### config.mk
export PLATFORM = sky130hd
export DESIGN_NAME = jhbc_div
export DESIGN_NICKNAME = d
export VERILOG_FILES = /design/src/rtl/jhbc_div.sv
export SDC_FILE = /design/constraint.sdc
export NUM_CORES = 1
export LEC_CHECK = 0
export BUFFER_PORTS_ARGS = -buffer_cell sky130_fd_sc_hd__clkbuf_2
export CORE_ASPECT_RATIO = 1.25
export CORE_MARGIN = 3
export CORE_UTILIZATION = 30
export DETAILED_ROUTE_END_ITERATION = 7
export HOLD_SLACK_MARGIN = 0.1
export SLEW_MARGIN = 20
export SYNTH_ARGS = -nofsm -noshare
export SYNTH_HDL_FRONTEND = slang
export SYNTH_SLANG_ARGS = --single-unit
### constraint.sdc
create_clock -name clk -period 7.1 [get_ports clk]
set_clock_uncertainty 0.15 [all_clocks]
set_input_delay 1.065 -clock clk [delete_from_list [all_inputs] [get_ports clk]]
set_output_delay 1.065 -clock clk [all_outputs]
set_load 0.005 [all_outputs]
### src/rtl/jhbc_div.sv
`timescale 1ns / 1ps
`default_nettype none

module jhbc_div #(
	parameter int DVW = 47,
	parameter int DSW = 32,
	parameter int QW  = 16
) (
	input  wire logic           clk,
	input  wire logic           arst_n,
	input  wire logic           start,
	input  wire logic [DVW-1:0] dividend,
	input  wire logic [DSW-1:0] divisor,
	output logic                done,
	output logic [QW-1:0]       quotient
);

	localparam int SW  = DSW + QW - 1;
	localparam int CW  = (DVW > SW) ? DVW : SW;
	localparam int STW = $clog2(QW + 1);

	logic [CW-1:0]  rem_q;
	logic [CW-1:0]  dsr_q;
	logic [QW-1:0]  quo_q;
	logic [STW-1:0] step_q;
	logic           busy_q;
	logic           done_q;
	logic           fits;

	// restoring division, one quotient bit per cycle, msb first
	assign fits = rem_q >= dsr_q;

	always_ff @(posedge clk or negedge arst_n) begin
		if (!arst_n) begin
			busy_q <= 1'b0;
			done_q <= 1'b0;
			step_q <= '0;
		end else begin
			done_q <= 1'b0;
			if (start) begin
				busy_q <= 1'b1;
				step_q <= STW'(QW);
			end else if (busy_q) begin
				step_q <= step_q - STW'(1);
				if (step_q == STW'(1)) begin
					busy_q <= 1'b0;
					done_q <= 1'b1;
				end
			end
		end
	end

	always_ff @(posedge clk) begin
		if (start) begin
			rem_q <= CW'(dividend);
			dsr_q <= CW'(divisor) << (QW - 1);
			quo_q <= '0;
		end else if (busy_q) begin
			if (fits) begin
				rem_q <= rem_q - dsr_q;
			end
			quo_q <= {quo_q[QW-2:0], fits};
			dsr_q <= dsr_q >> 1;
		end
	end

	assign done     = done_q;
	assign quotient = quo_q;

endmodule

`default_nettype wire

==> flow_metrics.env, run 1 <==
export IMPL_nNetsFinal=1120
export IMPL_cp_start_kind="register"
export IMPL_layout_min_cycle_time_ns=3.76
export IMPL_synth_compound_area_frac=0.205
export IMPL_vdd_drop_max_mv=0.166
export IMPL_cts_path_max_buffers=2
export IMPL_antenna_left=0
export IMPL_ys_warn_count=0
export IMPL_antenna_found_initial=0
export IMPL_cap_violations=0
export IMPL_gr_usage_met2=0.258
export IMPL_viasPerCell=4.99
export IMPL_report_final_slew_viol_count=0
export IMPL_dp_cells=1309
export IMPL_setup_viol=0
export IMPL_synthMuxAreaShare=0.0443
export IMPL_core_area_um2=26100
export IMPL_reg2regPathDepth=10
export IMPL_synthSimpleGateAreaFrac=0.175
export IMPL_netlist_top_cells_area="edfxtp_1 30%, dfxtp_1 7.8%, ha_1 7.7%"
export IMPL_root_buffer="clkbuf_16"
export IMPL_stdcell_count=1341
export IMPL_cp_end_kind="register"
export IMPL_required_ns=7.03
export IMPL_final_hold_viol_count=0
export IMPL_power_density_nw_per_um2=441
export IMPL_htree_levels=4
export IMPL_synth_top_area_share=0.297
export IMPL_rsz0062_at_grt="false"
export IMPL_yosysSeqAreaShare=0.396
export IMPL_synth_adder_area_share=0.0792
export IMPL_hpwl_um=15400
export IMPL_max_clock_freq_mhz=266
export IMPL_grt_pass1_wl_um=34400
export IMPL_netlist_area_um2=7990
export IMPL_syn_area_per_cell_um2=8.66
export IMPL_drc=0
export IMPL_yosys_register_bits=117
export IMPL_min_path_type="in -> async"
export IMPL_dieArea_um2=28600
export IMPL_ys_flop_type="edfxtp_1"
export IMPL_first_pass_iters=5
export IMPL_grt_max_degree=68
export IMPL_cp_max_fo=28
export IMPL_met3_usage=0.0303
export IMPL_max_slew_worst_pin_slew_ns=0.929
export IMPL_grt_busiest_layer="met2"
export IMPL_cts_buffers=17
export IMPL_critPathMaxStageDelay_ns=0.56
export IMPL_track_usage=0.146
export IMPL_grt_pass1_vias=6846
export IMPL_cts_resized=0
export IMPL_wl_um=20900
export IMPL_syn_nets=1055
export IMPL_holdBufCountCts=0
export IMPL_yosys_area_top_type="edfxtp_1"
export IMPL_port_buffers=98
export IMPL_numClockSinks=117
export IMPL_grt_use_met1=0.180
export IMPL_fin_crit_sh=0.530
export IMPL_p_total_mw=4.10
export IMPL_drt_iter0_drc=359
export IMPL_pin_count=99
export IMPL_fin_setup_tns_ns=0
export IMPL_clk_latency_ns=0.43
export IMPL_gp_congestion=0.860
export IMPL_fillers=2738
export IMPL_r2r_start="dsr_q[17]"
export IMPL_r2r_slack_ns=3.34
export IMPL_relSlewSlack=0.380
export IMPL_place_area_um2=8720
export IMPL_critical_path_class="reg -> reg"
export IMPL_cts_tree="yes"
export IMPL_fp_row_count=66
export IMPL_syn_to_final_growth_pct=16.5
export IMPL_synthArstFlopShare=0.0598
export IMPL_crit_reg2reg_capture="rem_q[12]"
export IMPL_postCtsSetupBuffers=0
export IMPL_die_w_um=152
export IMPL_syn_inst=923
export IMPL_initial_core_util=0.306
export IMPL_overflow=0
export IMPL_ys_types=74
export IMPL_synth_top_family_by_area="compound AO/OA/AOI/OAI gates"
export IMPL_outcome="complete, no violations"
export IMPL_synth_edf_count=79
export IMPL_worst_path_max_delay_cell="or4_1"
export IMPL_wl_per_cell_um=15.6
export IMPL_vias=6690
export IMPL_clkTransAtPathRegs_ns=0.07
export IMPL_synth_xor_area_share=0.0405
export IMPL_num_antenna_cells=0
export IMPL_timing_hold_ws_ns=0.317
export IMPL_die_h_um=188
export IMPL_synthTopCellsByCount="138 x nand2_1, 80 x o21ai_0, 79 x edfxtp_1"
export IMPL_cp_arrival_ns=3.69
export IMPL_yosysMostFrequentCell="nand2_1"
export IMPL_leakage_nw=4.13
export IMPL_fin_area_um2=9310
export IMPL_drive_gt1_frac=0.156
export IMPL_worstPathCellList="inv_1, ha_1, nand4_1, or4_1, nor4_1, a211oi_1, o21ai_0, o211ai_1, nand2_2, buf_4"
through the flow:
stage                     setup slack (ns)   util
final                                 3.34  0.357
after global routing                  3.06  0.357
after CTS                             3.31  0.357
after detailed placement              2.87  0.334
after global placement                2.93  0.334
after floorplan                       3.50      -
cell usage in the layout (no fill, tap or decap), types with 24 or more instances in the layout:
master	count
a21o_1	24
a21oi_1	59
clkbuf_2	97
dfxtp_1	31
edfxtp_1	79
ha_1	49
inv_1	65
mux2i_1	32
nand2_1	137
nor2_1	74
o21ai_0	80
xnor2_1	24
worst max-delay path: cells and delay by family, from the launching register on:
kind                     cells  cell delay, ns
AO/OA/AOI/OAI                3            0.36
adder cells (fa/ha/maj)      1            0.41
buffers and inverters        2            0.53
flip-flops                   1            0.35
AND/OR/NAND/NOR              4            1.61
registers in the layout (all words and copies together), names as in the netlist:
register	flops
busy_q	1
done	1
step_q	5
dsr_q	47
quotient	16
rem_q	47
cell families (layout without fill, tap and decap cells):
logic type                 count (synthesis)  in the layout
and+or+nand+nor                          307            307
muxes                                     35             35
DFF                                      117            117
buffers and inverters                    122            200
adders and majority gates                 50             50
AOI/OAI and AO/OA                        255            255
xor gates and xnor gates                  37             37
how the worst max path moves through the flow:
stage                          from        end  slack, ns  depth (start not counted)
after detailed placement      start  rem_q[20]       2.87                          4
after CTS                 dsr_q[14]  rem_q[22]       3.31                         10
after floorplan           rem_q[21]   rem_q[0]       3.50                          9
after global routing      dsr_q[17]  rem_q[22]       3.06                         10
after global placement        start  rem_q[20]       2.93                          4
final                     dsr_q[17]  rem_q[12]       3.34                         10
layer usage:
layer	vias to the layer above	share of wire
met5	-	0
met4	0	0.011
met3	15	0.036
met2	121	0.51
met1	3126	0.45
li1	3428	-
where the power goes:
group / switching (mW) / total [mW] / leakage [nW] / internal, mW
logic: 1.31 / 2.16 / 2.66 / 0.845
registers: 0.0826 / 1.09 / 1.17 / 1.00
clock network: 0.387 / 0.863 / 0.297 / 0.476
final cells by class:
cell class	count	area, µm²	share of cell area
multi-input cells	684	4350	0.467
flip-flops and latches	117	3170	0.340
repair buffers	102	523	0.0562
clock buffers	17	425	0.0457
well taps	340	425	0.0457
inverters	66	248	0.0266
clock inverters	15	171	0.0184
Note: power is estimated with default switching activity, not from simulation.
==> inputs of run 2 (changes only) <==
--- a/config.mk
+++ b/config.mk
@@ -5,6 +5,7 @@
 export SDC_FILE = /design/constraint.sdc
 export NUM_CORES = 1
 export LEC_CHECK = 0
+export ABC_AREA = 1
 export BUFFER_PORTS_ARGS = -buffer_cell sky130_fd_sc_hd__clkbuf_2
 export CORE_ASPECT_RATIO = 1.25
 export CORE_MARGIN = 3
==> constraint.sdc (replaced) <==
create_clock -name clk -period 3.5 [get_ports clk]
set_clock_uncertainty 0.15 [all_clocks]
set_input_delay 0.525 -clock clk [delete_from_list [all_inputs] [get_ports clk]]
set_output_delay 0.525 -clock clk [all_outputs]
set_load 0.005 [all_outputs]
==> run 2 against run 1 <==
Routed wire length increased by 23%. Via count increased by 21%. Sequential share of layout area decreased by 3.5 points. Non-clock buffer count increased by 4.
==> flow_metrics.env, run 2 <==
export IMPL_outcome="complete, no violations"
export IMPL_internal_power_mw=4.64
export IMPL_antenna_left=0
export IMPL_netlist_top_cells_area="edfxtp_1 27%, nand2_1 21%, inv_1 12%"
export IMPL_layout_min_cycle_time_ns=2.67
export IMPL_synthTopCellsByCount="495 x nand2_1, 279 x inv_1, 79 x edfxtp_1"
export IMPL_setup_viol=0
export IMPL_crit_reg2reg_capture="rem_q[23]"
export IMPL_fin_crit_sh=0.764
export IMPL_cts_buffers=17
export IMPL_fin_area_um2=10400
export IMPL_core_area_um2=28700
export IMPL_utilization=0.360
export IMPL_ys_flop_type="edfxtp_1"
export IMPL_dieArea_um2=31600
export IMPL_cts_path_max_buffers=2
export IMPL_cp_arrival_ns=2.62
export IMPL_cp_end_kind="register"
export IMPL_synth_top_area_share=0.268
export IMPL_power_frac_seq=0.238
export IMPL_endpoint="rem_q[23]"
export IMPL_clkPwrFrac=0.179
export IMPL_mostFrequentLayoutCells="494 x nand2_1, 278 x inv_1, 97 x clkbuf_2, 79 x edfxtp_1, 62 x nand3_1"
export IMPL_yosysMostFrequentCell="nand2_1"
export IMPL_required_ns=3.45
export IMPL_pin_count=99
export IMPL_die_w_um=160
export IMPL_hpwl_um=21200
export IMPL_relSlewSlack=0.650
export IMPL_htree_levels=4
export IMPL_dp_cells=1802
export IMPL_root_buffer="clkbuf_16"
export IMPL_overflow=0
export IMPL_cap_violations=0
export IMPL_drive_gt1_frac=0.153
export IMPL_min_path_type="in -> reg"
export IMPL_r2r_slack_ns=0.83
export IMPL_syn_inst=1330
export IMPL_yosys_area_top_type="edfxtp_1"
export IMPL_max_clock_freq_mhz=374
export IMPL_report_final_slew_viol_count=0
export IMPL_fin_setup_tns_ns=0
export IMPL_numClockSinks=117
export IMPL_grt_pass1_vias=8344
export IMPL_cp_max_fo=47
export IMPL_rsz0062_at_grt="false"
export IMPL_max_slew_worst_pin_slew_ns=0.525
export IMPL_grt_pass1_wl_um=41700
export IMPL_first_pass_iters=5
export IMPL_viasPerCell=4.43
export IMPL_swShare=0.476
export IMPL_critical_path_class="reg -> reg"
export IMPL_syn_to_final_growth_pct=17.3
export IMPL_ys_warn_count=0
export IMPL_worstSetupStartpoint="rem_q[3]"
export IMPL_track_usage=0.168
export IMPL_gp_congestion=0.908
export IMPL_timing_hold_ws_ns=0.219
export IMPL_cp_start_kind="register"
export IMPL_synth_edf_count=79
export IMPL_cts_tree="yes"
export IMPL_stdcell_count=1835
export IMPL_comb_power_share=0.583
export IMPL_ys_types=34
export IMPL_nNetsFinal=1564
export IMPL_port_buffers=98
export IMPL_initial_core_util=0.307
export IMPL_clk_latency_ns=0.42
export IMPL_reg2regPathDepth=12
export IMPL_yosys_register_bits=117
export IMPL_syn_area_per_cell_um2=6.65
export IMPL_drc=0
export IMPL_place_area_um2=9820
export IMPL_p_sw_mw=4.21
export IMPL_r2r_start="rem_q[3]"
export IMPL_syn_nets=1462
export IMPL_leakage_nw=5.44
export IMPL_yosysSeqAreaShare=0.358
export IMPL_die_h_um=198
export IMPL_drt_iter0_drc=549
export IMPL_synthArstFlopShare=0.0598
export IMPL_vdd_drop_max_mv=0.325
export IMPL_grt_max_degree=55
export IMPL_power_density_nw_per_um2=854
export IMPL_antenna_found_initial=0
export IMPL_wl_per_cell_um=14.0
export IMPL_wl_um=25700
export IMPL_fp_row_count=69
export IMPL_num_antenna_cells=0
export IMPL_clkTransAtPathRegs_ns=0.06
export IMPL_final_common_cell="nand2_1"
export IMPL_vias=8120
export IMPL_final_hold_viol_count=0
export IMPL_netlist_area_um2=8840
## run 2: changes by cell type in the layout (fill, tap and decap cells not counted), sizes merged, moves of 25 or more
cell,delta
mux2i,-32
o22ai,+25
inv,+214
a21oi,-28
nand2,+383
nand3,+55
o21ai,-28
## run 2: repair_timing
item	CTS	global route
setup endpoints to repair	0	0
resized for setup	0	0
buffers inserted	0	0
endpoints found under the hold margin	7	0
hold buffers	1	0
## run 2: worst min-delay path by stage
stage,endpoint,start,depth (start not counted),slack [ns]
floorplan,busy_q,arst_n,0,0.08
detailed placement,done,arst_n,1,0.23
global placement,done,arst_n,1,0.23
CTS,dsr_q[46],divisor[31],3,0.20
global route,rem_q[8],dividend[8],3,0.22
finish,dsr_q[46],divisor[31],3,0.22
## run 2: final cells by class
type / instances / area (µm²)
Tap cell: 390 / 488
Sequential cell: 117 / 3170
Timing Repair Buffer: 106 / 593
Multi-Input combinational cell: 902 / 4500
Clock inverter: 12 / 73.8
Clock buffer: 20 / 458
Fill cell: 3136 / 18400
Inverter: 288 / 1080
## run 2: through the flow
step / setup slack, ns / total power, mW
2_1_floorplan: 0.462 / 5.92
3_3_place_gp: 0.813 / 7.26
3_5_place_dp: 0.800 / 7.29
4_1_cts: 0.773 / 8.93
5_1_grt: 0.533 / 9.73
6_report: 0.827 / 8.86
## run 2: logic make-up after synthesis
| kind of cell | count (synthesis) | share of synthesized area |
|---|---|---|
| simple gates | 715 | 0.348 |
| compound gates | 122 | 0.0749 |
| fa+ha+maj | 50 | 0.0716 |
| xor+xnor | 15 | 0.0149 |
| flops | 117 | 0.358 |
| buf+inv | 311 | 0.133 |
## run 2: critical path, cell delays in order (launching register included)
cell      delay (ns)
edfxtp_1        0.37
ha_1            0.38
nand2_1         0.13
nor2_1          0.19
nand2_1         0.07
nand2_1         0.13
nand2_1         0.07
nand2_1         0.16
nand3_1         0.10
nand4_1         0.14
nand2_1         0.08
nand2_2         0.08
buf_12          0.26
## run 2: metal layers
| metal | global-route usage | up-vias | routed length (µm) | share of wire |
|---|---|---|---|---|
| met5 | 0 | - | 0 | 0 |
| met4 | 0.0581 | 0 | 529 | 0.021 |
| met3 | 0.0282 | 28 | 940 | 0.037 |
| met2 | 0.317 | 142 | 13500 | 0.52 |
| met1 | 0.190 | 3644 | 10800 | 0.42 |
| li1 | - | 4306 | - | - |
## run 2: power groups by stage
stage          Sequential, mW  Combinational, mW  Clock, mW
2_1_floorplan            2.11               3.81          0
3_3_place_gp             2.12               5.14          0
3_5_place_dp             2.14               5.15          0
4_1_cts                  2.11               5.19       1.62
5_1_grt                  2.15               5.89       1.69
6_report                 2.11               5.16       1.58
==> inputs of run 3 (changes only) <==
--- a/config.mk
+++ b/config.mk
@@ -5,7 +5,7 @@
 export SDC_FILE = /design/constraint.sdc
 export NUM_CORES = 1
 export LEC_CHECK = 0
-export ABC_AREA = 1
+export ABC_AREA = 0
 export BUFFER_PORTS_ARGS = -buffer_cell sky130_fd_sc_hd__clkbuf_2
 export CORE_ASPECT_RATIO = 1.25
 export CORE_MARGIN = 3
==> constraint.sdc (replaced) <==
create_clock -name clk -period 2.3 [get_ports clk]
set_clock_uncertainty 0.15 [all_clocks]
set_input_delay 0.345 -clock clk [delete_from_list [all_inputs] [get_ports clk]]
set_output_delay 0.345 -clock clk [all_outputs]
set_load 0.005 [all_outputs]
==> run 3 against run 2 <==
The run now ends with setup timing left. Sequential cell count stayed put. Worst setup slack worse by 1.4 ns. Global-route usage is 0.10 points higher. Routed wire length is 3.5% lower. Critical path type unchanged. Largest cell class unchanged. Highest routed layer unchanged.
==> flow_metrics.env, run 3 (synthesized netlist as in run 1, its figures left out) <==
export IMPL_hpwl_um=17800
export IMPL_vias=8036
export IMPL_cts_buffers=17
export IMPL_htree_levels=4
export IMPL_setup_viol=87
export IMPL_cts_path_max_buffers=2
export IMPL_clkTransAtPathRegs_ns=0.06
export IMPL_port_buffers=98
export IMPL_clk_latency_ns=0.42
export IMPL_grt_pass1_wl_um=39700
export IMPL_overflow=0
export IMPL_critPathMaxStageDelay_ns=0.42
export IMPL_critical_path_class="reg -> reg"
export IMPL_required_ns=2.32
export IMPL_mostFrequentLayoutCells="199 x buf_4, 134 x nand2_1, 97 x clkbuf_2, 79 x edfxtp_1, 68 x nor2_1"
export IMPL_cap_violations=0
export IMPL_core_area_um2=26100
export IMPL_die_h_um=188
export IMPL_first_pass_iters=5
export IMPL_max_slew_worst_pin_slew_ns=0.529
export IMPL_root_buffer="clkbuf_16"
export IMPL_fin_ws_ns=-0.565
export IMPL_antenna_found_initial=1
export IMPL_layout_min_cycle_time_ns=2.86
export IMPL_grt_use_met1=0.198
export IMPL_viasPerCell=4.93
export IMPL_cp_arrival_ns=2.88
export IMPL_leakage_nw=5.74
export IMPL_cp_top_family="compound AO/OA/AOI/OAI gates"
export IMPL_worstPathCellList="ha_4, a21o_1, buf_6, a21oi_2, o21bai_1, a31o_4, a21oi_4, nor3_2, o211ai_1, nand2_4, buf_12"
export IMPL_fp_row_count=66
export IMPL_grt_pass1_vias=8218
export IMPL_cp_max_fo=13
export IMPL_rsz0062_at_grt="true"
export IMPL_syn_to_final_growth_pct=59.3
export IMPL_worst_path_max_delay_cell="edfxtp_1"
export IMPL_gr_usage_met2=0.313
export IMPL_crit_buf_inv=2
export IMPL_drive_gt1_frac=0.380
export IMPL_violations="setup timing"
export IMPL_final_common_cell="buf_4"
export IMPL_initial_core_util=0.306
export IMPL_cp_end_kind="register"
export IMPL_fin_crit_sh=1.25
export IMPL_die_w_um=152
export IMPL_nNetsFinal=1410
export IMPL_stdcell_count=1631
export IMPL_wl_per_cell_um=15.2
export IMPL_min_path_type="in -> reg"
export IMPL_dp_cells=1510
export IMPL_met3_usage=0.0257
export IMPL_outcome="finished, violations left"
export IMPL_track_usage=0.169
export IMPL_vdd_drop_max_mv=0.604
export IMPL_report_final_slew_viol_count=0
export IMPL_drt_iter0_drc=399
export IMPL_dieArea_um2=28600
export IMPL_drc=0
export IMPL_power_density_nw_per_um2=1400
export IMPL_fillers=2457
export IMPL_gp_congestion=0.884
export IMPL_max_clock_freq_mhz=349
export IMPL_grt_max_degree=64
export IMPL_final_hold_viol_count=0
export IMPL_relSlewSlack=0.647
export IMPL_grt_busiest_layer="met2"
export IMPL_cp_start_kind="register"
export IMPL_num_antenna_cells=0
export IMPL_antenna_left=0
export IMPL_p_total_mw=17.9
export IMPL_pin_count=99
export IMPL_cts_tree="yes"
export IMPL_wl_um=24800
export IMPL_numClockSinks=117
run 3: cell type report:
cell class	count	area [µm²]	area share
Inverter	66	248	0.0195
Timing Repair Buffer	392	3050	0.240
Clock inverter	5	28.8	0.00226
Clock buffer	27	567	0.0445
Sequential cell	117	3170	0.249
Multi-Input combinational cell	684	5240	0.411
Tap cell	340	425	0.0334
run 3: final timing paths:
path	start	end	slack (ns)	cells after the start
max	rem_q[8]	rem_q[21]	-0.56	11
min	dividend[7]	rem_q[7]	0.11	3
max reg2reg	rem_q[8]	rem_q[21]	-0.56	11
min reg2reg	quotient[15]	quotient[15]	0.35	2
max in group asynchronous	arst_n	busy_q	1.65	2
min in group asynchronous	arst_n	step_q[2]	0.17	2
run 3: worst reg2reg max path: stages (launching register included):
cell and delay [ns]:
edfxtp_1 0.42, ha_4 0.29, a21o_1 0.22, buf_6 0.13
a21oi_2 0.11, o21bai_1 0.11, a31o_4 0.25, a21oi_4 0.18
nor3_2 0.06, o211ai_1 0.32, nand2_4 0.19, buf_12 0.20
run 3: metal layers:
layer / share of wire / wire length, µm / vias up
li1: - / - / 4001
met1: 0.43 / 10600 / 3816
met2: 0.52 / 12900 / 179
met3: 0.031 / 763 / 40
met4: 0.022 / 542 / 0
met5: 0 / 0 / -
run 3: metrics by stage:
step | hold WS, ns | setup WS, ns | setup TNS, ns | instance area (µm²) | utilization
after detailed placement | 0.0382 | -0.598 | -41.62 | 10500 | 0.402
after CTS | 0.102 | -0.536 | -36.38 | 12400 | 0.477
after global routing | 0.113 | -0.645 | -47.32 | 12700 | 0.488
after floorplan | -0.101 | -0.550 | -31.11 | 8240 | -
final | 0.110 | -0.565 | -40.58 | 12700 | 0.488
after global placement | 0.0430 | -0.526 | -34.58 | 10500 | 0.402
run 3: what timing repair did:
action,4_1_cts,5_1_grt
hold buffers,59,1
endpoints found under the hold margin,65,1
resized for setup,108,54
endpoints found under the setup margin,86,89
gates cloned,1,2
buffers inserted,27,13
pin swaps,56,54
run 3: where the power goes:
| group | leakage (nW) | switching (mW) | total [mW] | internal [mW] |
|---|---|---|---|---|
| registers | 1.17 | 0.365 | 3.47 | 3.11 |
| clock network | 0.300 | 0.970 | 2.66 | 1.69 |
| logic | 4.27 | 5.62 | 11.7 | 6.13 |
| total | 5.74 | 6.96 | 17.9 | 10.9 |
